## config.mk

```make
export PLATFORM = sky130hd
export DESIGN_NAME = affl_cell
export DESIGN_NICKNAME = d
export VERILOG_FILES = /design/src/design/affl_pkg.sv /design/src/design/affl_cell.sv
export SDC_FILE = /design/constraint.sdc
export NUM_CORES = 1
export LEC_CHECK = 0
export ABC_AREA = 0
export BUFFER_PORTS_ARGS = -buffer_cell sky130_fd_sc_hd__buf_4
export CAP_MARGIN = 20
export CORE_MARGIN = 8
export CORE_UTILIZATION = 40
export DETAILED_ROUTE_END_ITERATION = 16
export PLACE_DENSITY = 0.73
export SYNTH_ARGS = -nofsm -noshare
export SYNTH_HDL_FRONTEND = slang
export SYNTH_SLANG_ARGS = --single-unit
```

## constraint.sdc

```tcl
create_clock -name clk -period 1.37 [get_ports clk]
set_input_delay 0.0685 -clock clk [delete_from_list [all_inputs] [get_ports clk]]
set_output_delay 0.0685 -clock clk [all_outputs]
set_load 0.01 [all_outputs]
```

## src/design/affl_pkg.sv

```systemverilog
// ----------------------------------------------------------------------------
// affl_pkg
// Shared types and constants of the aligned first-fit free-list core.
// ----------------------------------------------------------------------------
package affl_pkg;

    // default capacity of the free-extent list
    localparam int DEF_MAX_FREE_EXTENTS = 16;

    // block size after reset
    localparam logic [31:0] RESET_BLOCK_SIZE = 32'h1000_0000;

    // configuration register indexes
    localparam int CFG_IDX_W = 2;
    localparam logic [CFG_IDX_W-1:0] REG_BLOCK_SIZE  = 2'd0;
    localparam logic [CFG_IDX_W-1:0] REG_BLOCK_FLAGS = 2'd1;
    localparam logic [CFG_IDX_W-1:0] REG_BLOCK_MTYPE = 2'd2;

    // operation codes
    localparam logic FUNC_ALLOC = 1'b0;
    localparam logic FUNC_FREE  = 1'b1;

    // result status codes
    localparam logic [1:0] ST_OK       = 2'd0;
    localparam logic [1:0] ST_MISMATCH = 2'd1;
    localparam logic [1:0] ST_NO_FIT   = 2'd2;
    localparam logic [1:0] ST_FULL     = 2'd3;

    // one free extent
    typedef struct packed {
        logic [31:0] start;
        logic [31:0] length;
    } ext_t;

    // broadcast command to the cell row
    typedef enum logic [1:0] {
        OP_HOLD,
        OP_LOAD,
        OP_SHIFT_UP,
        OP_SHIFT_DOWN
    } cell_op_t;

    typedef struct packed {
        cell_op_t op;
        ext_t     data;
    } cell_cmd_t;

endpackage

```

## src/design/affl_cell.sv

```systemverilog
// ----------------------------------------------------------------------------
// affl_cell
// One slot of the extent row: holds an extent and loads, holds or takes
// the value of its left or right neighbor on a broadcast command.
// ----------------------------------------------------------------------------
module affl_cell #(
    parameter int IDX_W    = 5,
    parameter int CELL_IDX = 0
) (
    input  logic                clk,
    input  logic                rst_n,
    input  affl_pkg::cell_cmd_t cmd,
    input  logic [IDX_W-1:0]    pos,
    input  affl_pkg::ext_t      left,
    input  affl_pkg::ext_t      right,
    output affl_pkg::ext_t      q
);
    import affl_pkg::*;

    localparam logic [IDX_W-1:0] MY_IDX = IDX_W'(CELL_IDX);

    ext_t ext_reg;
    ext_t ext_next;

    // select the new content of this slot
    always_comb
    begin
        ext_next = ext_reg;
        unique case (cmd.op)
            OP_HOLD:
            begin
                ext_next = ext_reg;
            end
            OP_LOAD:
            begin
                if (MY_IDX == pos)
                begin
                    ext_next = cmd.data;
                end
            end
            OP_SHIFT_UP:
            begin
                if (MY_IDX == pos)
                begin
                    ext_next = cmd.data;
                end
                else if (MY_IDX > pos)
                begin
                    ext_next = left;
                end
            end
            OP_SHIFT_DOWN:
            begin
                if (MY_IDX >= pos)
                begin
                    ext_next = right;
                end
            end
            default:
            begin
                ext_next = ext_reg;
            end
        endcase
    end

    // slot zero comes out of reset holding the whole block
    always_ff @(posedge clk or negedge rst_n)
    begin
        if (!rst_n)
        begin
            if (CELL_IDX == 0)
            begin
                ext_reg <= '{start: 32'd0, length: RESET_BLOCK_SIZE};
            end
            else
            begin
                ext_reg <= '0;
            end
        end
        else
        begin
            ext_reg <= ext_next;
        end
    end

    assign q = ext_reg;

endmodule

```

==> results.md, run 1 <==
- Register area: 1603 um2
- Gr busiest metal: met2
- Dominant cell type by area after synthesis: dfrtp_1
- Post-synth top area share: 38.01%
- Final Non-Filler Cells: 629
- Critical Path Fanout Max: 2
- Clk slew on worst S/H paths: 0.07 ns
- Post-Syn Area: 4148 um2
- GP Congestion: 0.7305
- Most area-consuming cells after synthesis: dfrtp_1 38%, mux2_4 18%, a22oi_2 15%, o2bb2ai_1 14%, mux2_2 3.8%
- Worst r2r src: q[28]
- Syn Area/Cell: 14.11 um2
- Sequential area share after synthesis: 38.64%
- RSZ-0062 raised after global routing: false
- Reg power frac: 38.9%
- Final setup TNS: 0 ns
- Final setup violation count: 0
- Fill cells: 866
- Final core occ: 58.44%
- TritonCTS buffer count: 9
- Critical Path Start Type: register
- GRT met2 Usage: 28.30%
- Vias per std cell: 5.378
- DR vias: 3383
- Longest Clk Path Bufs: 2
- CP Class: register to output port
- P_leak: 2.771 nW
- Die area: 13880 um2
- Share of cells above drive strength 1: 70.99%
- Core area: 10180 um2
- Synth-to-Final Area Change: 43.50%
- Cell variety after synth: 17
- Setup bufs post-CTS: 0
- Post-cts hold buffer count: 1
- Final nets: 689
- First-pass GRT wire length: 20.11 mm
- Clk sinks: 64
- Delay-heaviest family, CP: flip-flops
- Max stage delay on crit path: 0.53 ns
- Critical Path AT: 0.97 ns
- Yosys reg bits: 64
- Clock share of power: 25.4%
- Worst rel slew slack: 72.85%
- Synth warn: 0
- Maximum clock rate: 960.5 MHz
- Post-CTS sizing: 0
- Initial Util: 40.72%
- Worst EP required: 1.30 ns
- # DRC: 0
- H-tree depth: 3
- Syn_nets: 495
- P_sw: 1.908 mW
- Combinational power share: 35.7%
- Routed WL per cell: 19.69 um
- Global Route Usage Sum: 17.66%
- CP max-delay cell: dfstp_2
- CP startpoint: q[28]
- Chip width: 117.8 um
- Die extent in y: 117.8 um
- Mapped Cells: 294
- Met3 Usage GRT: 6.187%
- Met1 Use GR: 21.31%
- Final wirelength: 12.38 mm
- Max Slew Vio Count: 0
- ANT nets after route: 0
- Internal power: 4.632 mW
- Antenna violations before repair: 0
- Clk_skew: 0 ns
- Tcrit/Tclk final: 76.00%
- Area of the multi-input gates: 2261 um2
- Clk_lat worst skew: 0.32 ns
- VDD IR-drop max: 525.2 uV
- CP Cell Sequence: buf_4
- Number of flip-flops in the largest register: 64
- Iteration-0 DRC Markers: 105
- Max-Cap Viols: 0
- CP endpoint kind: output port
- Hold Startpoint: cmd[39]
- Vias in the first global route: 3760
- Hold WC Path Type: input port to register
- Detailed Routing Iterations Pass 1: 4
- # IOs: 265
- Port Buffers: 200
- Final hold vios: 0
- CTS tree: yes
- Largest net degree at the start of global routing: 50
- CP bufs+invs: 1
- Root Driver: clkbuf_8
- Post-layout min period: 1.041 ns
- ANT cells: 0
- Cell Pwr Density: 1099 nW/um2
- Grt ovf: 0
- Placed insts: 612
- Std-Cell Rows: 37
- Hpwl dp: 9.461 mm
- Switching Share: 29.17%
- Worst-margin pin slew: 0.4073 ns
- Status: finished, final reports clean
[path summary, 6_finish.rpt]
path / to / depth (start not counted) / slack [ns]
max: q[28] / 1 / 0.33
min: q[39] / 3 / 0.05
max reg2reg: q[28] / 1 / 0.66
min reg2reg: q[52] / 1 / 0.49
max in group asynchronous: q[41] / 3 / 0.65
min in group asynchronous: q[43] / 2 / 0.21
[through the flow]
step | hold slack, ns | cell area, um2 | power (mW) | setup WS [ns]
detailed placement | 0.01623 | 5736 | 4.936 | 0.05572
CTS | 0.02811 | 5952 | 6.633 | 0.3011
global route | 0.02856 | 5952 | 6.917 | 0.2755
floorplan | -0.2271 | 4148 | 3.676 | 0.3756
finish | 0.05021 | 5952 | 6.540 | 0.3289
global placement | 0.01091 | 5736 | 4.880 | 0.09288
[per-layer routing]
metal  part of all wire (%)  up-vias
met4                    2.4        0
met2                     48      139
met3                    7.8       16
met5                      0        -
met1                     42     1648
li1                       -     1580
[placed cells by master, fill, tap and decap left out]
cell type / Yosys / routed
a22oi_1: 14 / 14
dlygate4sd3_1: 0 / 1
clkbuf_8: 0 / 11
nor3_4: 1 / 1
o211ai_4: 1 / 1
dfrtp_1: 63 / 63
clkinvlp_4: 0 / 2
buf_4: 6 / 208
nor2b_4: 0 / 1
mux2_2: 14 / 14
bufinv_16: 0 / 1
dfstp_2: 1 / 1
a22oi_2: 50 / 50
o2bb2ai_1: 64 / 64
nand2_2: 1 / 1
clkinv_2: 0 / 2
buf_12: 5 / 7
mux2_4: 50 / 50
nor2_1: 1 / 1
[Yosys cell counts]
library cell,instances
mux2_4,50
nand2_2,1
buf_4,6
buf_2,9
o211ai_4,1
buf_12,5
nor2b_1,1
a22oi_1,14
buf_6,7
dfrtp_1,63
a22oi_2,50
o2bb2ai_1,64
nor2_1,1
clkbuf_1,6
dfstp_2,1
nor3_4,1
mux2_2,14
[power groups by stage]
stage / sequential [mW] / clock, mW / combinational (mW)
2_1_floorplan: 2.75 / 0 / 0.923
3_3_place_gp: 2.56 / 0 / 2.32
3_5_place_dp: 2.57 / 0 / 2.37
4_1_cts: 2.55 / 1.71 / 2.37
5_1_grt: 2.60 / 1.82 / 2.49
6_report: 2.55 / 1.66 / 2.34
[logic make-up after synthesis]
group           after synthesis  synth area share, %
compound gates              129                31.64
buf+inv                      33                7.029
flops                        64                38.64
mux                          64                21.90
simple gates                  4               0.7845
[cell type report]
class	instances	share of cell area (%)
Sequential cell	64	26.93
Timing Repair Buffer	216	28.76
Multi-Input combinational cell	197	37.99
Clock buffer	11	2.544
Tap cell	136	2.859
Clock inverter	5	0.9250
(Power assumes the default switching activity.)
==> run 2: changes to the inputs <==
ABC_AREA = 1   (was 0)
PLACE_DENSITY = 0.72   (was 0.73)
clock period = 0.9 ns   (was 1.37 ns; I/O delays follow)
==> results.md, run 2 <==
- CP Cell Sequence: buf_6
- Final nets: 1246 (+81%)
- Hpwl dp: 14.24 mm (+51%)
- # DRC: 0 (unchanged)
- Vias in the first global route: 6119 (+63%)
- Final hold vios: 0 (unchanged)
- Post-Syn Area: 5024 um2 (+21%)
- P_leak: 4.174 nW (+51%)
- Reg power frac: 31.9% (-7.0 points)
- Syn Area/Cell: 6.432 um2 (-54%)
- Yosys reg bits: 64 (unchanged)
- Dominant cell type by area after synthesis: dfrtp_1
- Top-count cell post-synth: inv_1
- Die area: 16400 um2 (+18%)
- Final core occ: 63.90% (+5.5 points)
- Violated checks: setup timing
- Final setup margin: -0.1139 ns (-0.4427 ns)
- DR vias: 6402 (+89%)
- Combinational power share: 39.4% (+3.7 points)
- Delay-heaviest family, CP: flip-flops
- Cell depth of the worst setup path: 1 (unchanged)
- Largest net degree at the start of global routing: 56 (+12%)
- R2R cell count: 4 (+3)
- Chip width: 128.1 um (+8.7%)
- Clk_lat worst skew: 0.32 ns (about the same)
- Antenna violations before repair: 0 (unchanged)
- Clk sinks: 64 (unchanged)
- Met1 Use GR: 27.52% (+6.2 points)
- Commonest cells in the netlist: 129 x inv_1, 128 x nand3_1, 118 x nor2_1
- Leading cell types in the layout, fill and taps excluded: 244 x buf_4, 128 x inv_1, 128 x nand3_1
- CP max-delay cell: dfstp_2
- Routed WL per cell: 16.54 um (-16%)
- GP Congestion: 0.8374 (+15%)
- TritonCTS buffer count: 9 (unchanged)
- Fill cells: 1178 (+36%)
- Primary FF master, synth: dfrtp_1
- Status: finished with violations
- Sequential area share after synthesis: 31.91% (-6.7 points)
- RSZ-0062 raised after global routing: true
- # IOs: 265 (unchanged)
- Internal power: 9.148 mW (+98%)
- CP bufs+invs: 1 (unchanged)
- Tcrit/Tclk final: 112.7%
- Switching Share: 31.04% (+1.9 points)
- Post-synth ARST share: 100.0% (unchanged)
- Final setup TNS: -0.1237 ns (-0.1237 ns)
- FF-to-FF End: q[54]
- Critical Path AT: 0.97 ns (about the same)
- Most common cell after layout, fill and taps aside: buf_4
- Met3 Usage GRT: 6.240% (+0.053 points)
- Synth-to-Final Area Change: 58.56%
- Max stage delay on crit path: 0.54 ns (about the same)
- Final wirelength: 20.21 mm (+63%)
- Syn_nets: 982 (+98%)
- Critical Path Start Type: register
- Mapped Cells: 781 (+170%)
- Hold WC Path Type: input port to register
- CP startpoint: q[28]
- Clock share of power: 28.6% (+3.2 points)
- Setup crit end: q[28]
- GRT met2 Usage: 41.23% (+13 points)
- Post-synth top area share: 31.38% (-6.6 points)
- Power Total: 13.27 mW (+100%)
- First-pass GRT wire length: 31.57 mm (+57%)
- Vias per std cell: 5.239 (-2.6%)
- Share of cells above drive strength 1: 34.86% (-36 points)
- ANT cells: 0 (unchanged)
- Max-Cap Viols: 0 (unchanged)
- H-tree depth: 3 (unchanged)
- Worst rel slew slack: 75.09% (+2.2 points)
- Std-Cell Rows: 41 (+11%)
- Initial Util: 40.30% (-0.43 points)
- Post-layout min period: 1.014 ns
- Hold slack: 0.05527 ns (+0.005063 ns)
- Iteration-0 DRC Markers: 479 (+360%)
- CTS tree: yes
- Worst r2r src: q[54]
- CP Class: register to output port
- Root Driver: clkbuf_16
- Max Slew Vio Count: 0 (unchanged)
- Cell variety after synth: 21 (+4)
- Clk slew on worst S/H paths: 0.06 ns (about the same)
- Final setup violation count: 5 (+5)
- R2r setup slk: 0 ns (-0.66 ns)
- Die extent in y: 128.1 um (+8.7%)
- Clk_skew: 0 ns (unchanged)
- Core area: 12470 um2 (+22%)
- ANT nets after route: 0 (unchanged)
- Worst-margin pin slew: 0.3737 ns (-0.03367 ns)
- Longest Clk Path Bufs: 2 (unchanged)
- Global Route Usage Sum: 23.85% (+6.2 points)
- VDD IR-drop max: 986.8 uV (+88%)
- Detailed Routing Iterations Pass 1: 5 (+1)
- Number of flip-flops in the largest register: 64 (unchanged)
- Post-Place Worst Slack: -0.2478 ns (-0.3035 ns)
- Grt ovf: 0 (unchanged)
- Worst EP required: 0.85 ns (-0.45 ns)
- CP endpoint kind: output port
- Maximum clock rate: 986.3 MHz
- Synth warn: 0 (unchanged)
- Cell Pwr Density: 1666 nW/um2 (+52%)
- Critical Path Fanout Max: 2 (unchanged)
- P_sw: 4.118 mW (+120%)
- Most area-consuming cells after synthesis: dfrtp_1 31%, nand3_1 13%, inv_1 9.6%, nor2_1 8.8%, nand4_1 8.0%
- Gr busiest metal: met2
- Port Buffers: 264 (+32%)
- Number of flops mapped to enable cells by yosys: 0 (unchanged)
[run 2: cell count changes after synthesis, sizes merged, moves of 65 or more]
cell	delta
inv	+132
nor2	+131
nand3	+129
nand4	+65
[run 2: worst register-to-register path, cell delays in order (launching register included)]
cell     delay (ns)
dfrtp_1        0.40
buf_4          0.14
buf_4          0.12
nor2_2         0.09
a21oi_1        0.04
[run 2: logic make-up after synthesis]
logic type	share of synthesized area [%]
and+or+nand+nor	36.79
buffers and inverters	17.81
AOI/OAI and AO/OA	13.50
DFF	31.91
[run 2: final cells by class]
| class | instances | area [um2] | area share, % |
|---|---|---|---|
| flip-flops and latches | 64 | 1603 | 20.12 |
| repair buffers | 320 | 2783 | 34.94 |
| clock buffers | 11 | 242.7 | 3.047 |
| clock inverters | 5 | 80.08 | 1.005 |
| multi-input cells | 518 | 2544 | 31.94 |
| well taps | 172 | 215.2 | 2.702 |
| inverters | 132 | 498.0 | 6.252 |
[run 2: metal layers]
metal | wire length, um | share of wire (%)
met1 | 7718 | 38
met2 | 10120 | 50
met3 | 1786 | 8.8
met4 | 585 | 2.9
met5 | 0 | 0
[run 2: worst min-delay path by stage]
stage	depth (start not counted)	end	slack, ns	start
6_report	5	q[4]	0.06	left[4]
5_1_grt	5	q[11]	0.06	left[11]
4_1_cts	5	q[57]	0.05	left[57]
3_5_place_dp	2	q[38]	0.03	rst_n
3_3_place_gp	2	q[38]	0.03	rst_n
2_1_floorplan	0	q[0]	-0.25	rst_n
[run 2: per-stage QoR]
step / cells / cell area (um2)
final: 1222 / 7965
after floorplan: 781 / 5051
after global placement: 1181 / 7209
after CTS: 1212 / 7843
after detailed placement: 1181 / 7209
after global routing: 1222 / 7965
[run 2: power by group through the flow]
stage,clock network [mW],logic [mW],registers [mW]
2_1_floorplan,0,1.48,4.46
3_3_place_gp,0,4.30,4.12
3_5_place_dp,0,4.36,4.12
4_1_cts,3.87,4.98,4.19
5_1_grt,3.98,5.65,4.32
6_report,3.80,5.23,4.24
[run 2: what timing repair did]
item | in CTS | in global routing
resized for setup | 52 | 13
setup endpoints to repair | 58 | 65
setup buffers | 14 | 10
hold endpoints to repair | 64 | 0
hold buffers | 1 | 0
pin swaps | 0 | 1
gates cloned | 0 | 0
==> run 3: changes to the inputs <==
RECOVER_POWER = 25   (was not set)
==> results.md, run 3 (synthesis gave the netlist of run 2 again) <==
- Status: finished with violations
- Violated checks: setup timing
- Number of flip-flops in the largest register: 64 (unchanged)
- Worst r2r src: q[54]
- CP endpoint kind: output port
- CP startpoint: q[28]
- H-tree depth: 3 (unchanged)
- Largest net degree at the start of global routing: 56 (unchanged)
- CTS tree: yes
- Final setup margin: -0.1153 ns (-0.001388 ns)
- Critical Path Start Type: register
- Post-Place Worst Slack: -0.2478 ns (unchanged)
- Clk sinks: 64 (unchanged)
- GP Congestion: 0.8374 (unchanged)
- Die extent in y: 128.1 um (unchanged)
- # IOs: 265 (unchanged)
- Detailed Routing Iterations Pass 1: 5 (unchanged)
- Worst rel slew slack: 64.66% (-10 points)
- Share of cells above drive strength 1: 34.76% (-0.095 points)
- CP bufs+invs: 1 (unchanged)
- Final setup violation count: 4 (-1)
- Final nets: 1246 (unchanged)
- Hold WC Path Type: input port to register
- R2R cell count: 4 (unchanged)
- Cell Pwr Density: 1667 nW/um2 (+0.10%)
- ANT nets after route: 0 (unchanged)
- Setup crit end: q[28]
- Hpwl dp: 14.24 mm (unchanged)
- Longest Clk Path Bufs: 2 (unchanged)
- CP Class: register to output port
- RSZ-0062 raised after global routing: true
- Routed WL per cell: 16.52 um (about the same)
- Maximum clock rate: 985.0 MHz (-0.14%)
- Std-Cell Rows: 41 (unchanged)
- Vias in the first global route: 6119 (unchanged)
- Final hold vios: 0 (unchanged)
- Critical Path AT: 0.97 ns (about the same)
- Critical Path Fanout Max: 2 (unchanged)
- FF-to-FF End: q[54]
- Root Driver: clkbuf_16
- First-pass GRT wire length: 31.57 mm (unchanged)
- ANT cells: 0 (unchanged)
- Iteration-0 DRC Markers: 480 (+0.21%)
- R2r setup slk: 0 ns (unchanged)
- Delay-heaviest family, CP: flip-flops
- Max Slew Vio Count: 0 (unchanged)
- Initial Util: 40.30% (unchanged)
- Port Buffers: 264 (unchanged)
- DR vias: 6428 (+0.41%)
- # DRC: 0 (unchanged)
- Area of the multi-input gates: 2544 um2 (unchanged)
- Hold slack: 0.05466 ns (-0.0006102 ns)
- Cell depth of the worst setup path: 1 (unchanged)
- Fill cells: 1182 (+0.34%)
- Register area: 1603 um2 (unchanged)
- Vias per std cell: 5.260 (+0.41%)
- Core area: 12470 um2 (unchanged)
- CP max-delay cell: dfstp_2
- Post-layout min period: 1.015 ns (+0.001388 ns)
- Most common cell after layout, fill and taps aside: buf_4
- Die area: 16400 um2 (unchanged)
- Clk slew on worst S/H paths: 0.06 ns (about the same)
- TritonCTS buffer count: 9 (unchanged)
- Leading cell types in the layout, fill and taps excluded: 243 x buf_4, 128 x inv_1, 128 x nand3_1
- Clk_skew: 0 ns (unchanged)
- CP Cell Sequence: buf_6
- Worst-margin pin slew: 0.5300 ns (+0.1564 ns)
- Antenna violations before repair: 0 (unchanged)
- Max stage delay on crit path: 0.54 ns (about the same)
- Synth-to-Final Area Change: 58.23%
- Worst EP required: 0.85 ns (about the same)
- Tcrit/Tclk final: 112.8% (+0.15 points)
- Chip width: 128.1 um (unchanged)
- Final wirelength: 20.19 mm (about the same)
- P_leak: 4.166 nW (-0.20%)
- VDD IR-drop max: 986.2 uV (about the same)
- Grt ovf: 0 (unchanged)
- Global Route Usage Sum: 23.85% (unchanged)
- Clk_lat worst skew: 0.32 ns (about the same)
- Max-Cap Viols: 0 (unchanged)
- Power Total: 13.25 mW (-0.10%)
run 3: worst min-delay path by stage:
stage                        start  endpoint  slack (ns)  cells past startpoint
after floorplan              rst_n      q[0]       -0.25                      0
after CTS                 left[57]     q[57]        0.05                      5
after detailed placement     rst_n     q[38]        0.03                      2
final                      left[4]      q[4]        0.05                      5
after global placement       rst_n     q[38]        0.03                      2
after global routing      left[11]     q[11]        0.06                      5
run 3: per-stage QoR:
step                instances  TNS (ns)  util, %  cell area, um2
floorplan                 781         0        -            5051
global placement         1181    -11.23    57.83            7209
detailed placement       1181    -13.70    57.83            7209
CTS                      1212   -0.2349    62.91            7843
global route             1222    -1.004    63.77            7949
finish                   1222   -0.1238    63.77            7949
run 3: per-layer routing:
layer	global-route usage (%)	share of wire [%]	vias up
li1	-	-	3083
met1	27.52	38	2987
met2	41.23	50	314
met3	6.240	8.7	44
met4	9.371	3.0	0
met5	0	0	-
run 3: worst min-delay path, delay by kind of cell:
family | cells | cell delay (ns)
AO/OA/AOI/OAI | 1 | 0.05
AND/OR/NAND/NOR | 2 | 0.10
buffers and inverters | 2 | 0.15
run 3: report_power, final:
| group | switching (mW) | leakage, nW | internal (mW) | total [mW] |
|---|---|---|---|---|
| clock network | 1.30 | 0.152 | 2.50 | 3.80 |
| logic | 2.23 | 3.27 | 2.98 | 5.22 |
| registers | 0.576 | 0.745 | 3.66 | 4.23 |
run 3: area by class of cell:
cell class | count | share of cell area, %
multi-input combinational | 518 | 32.00
timing repair buffer | 320 | 34.80
tap | 172 | 2.707
inverter | 132 | 6.265
sequential | 64 | 20.16
clock buffer | 11 | 3.054
clock inverter | 5 | 1.007
run 3: repair_timing:
action / CTS / global route
pin swaps: 0 / 1
setup endpoints to repair: 58 / 65
resized for setup: 52 / 13
hold endpoints to repair: 64 / 0
hold buffers: 1 / 0
cloned: 0 / 0
setup buffers: 14 / 10
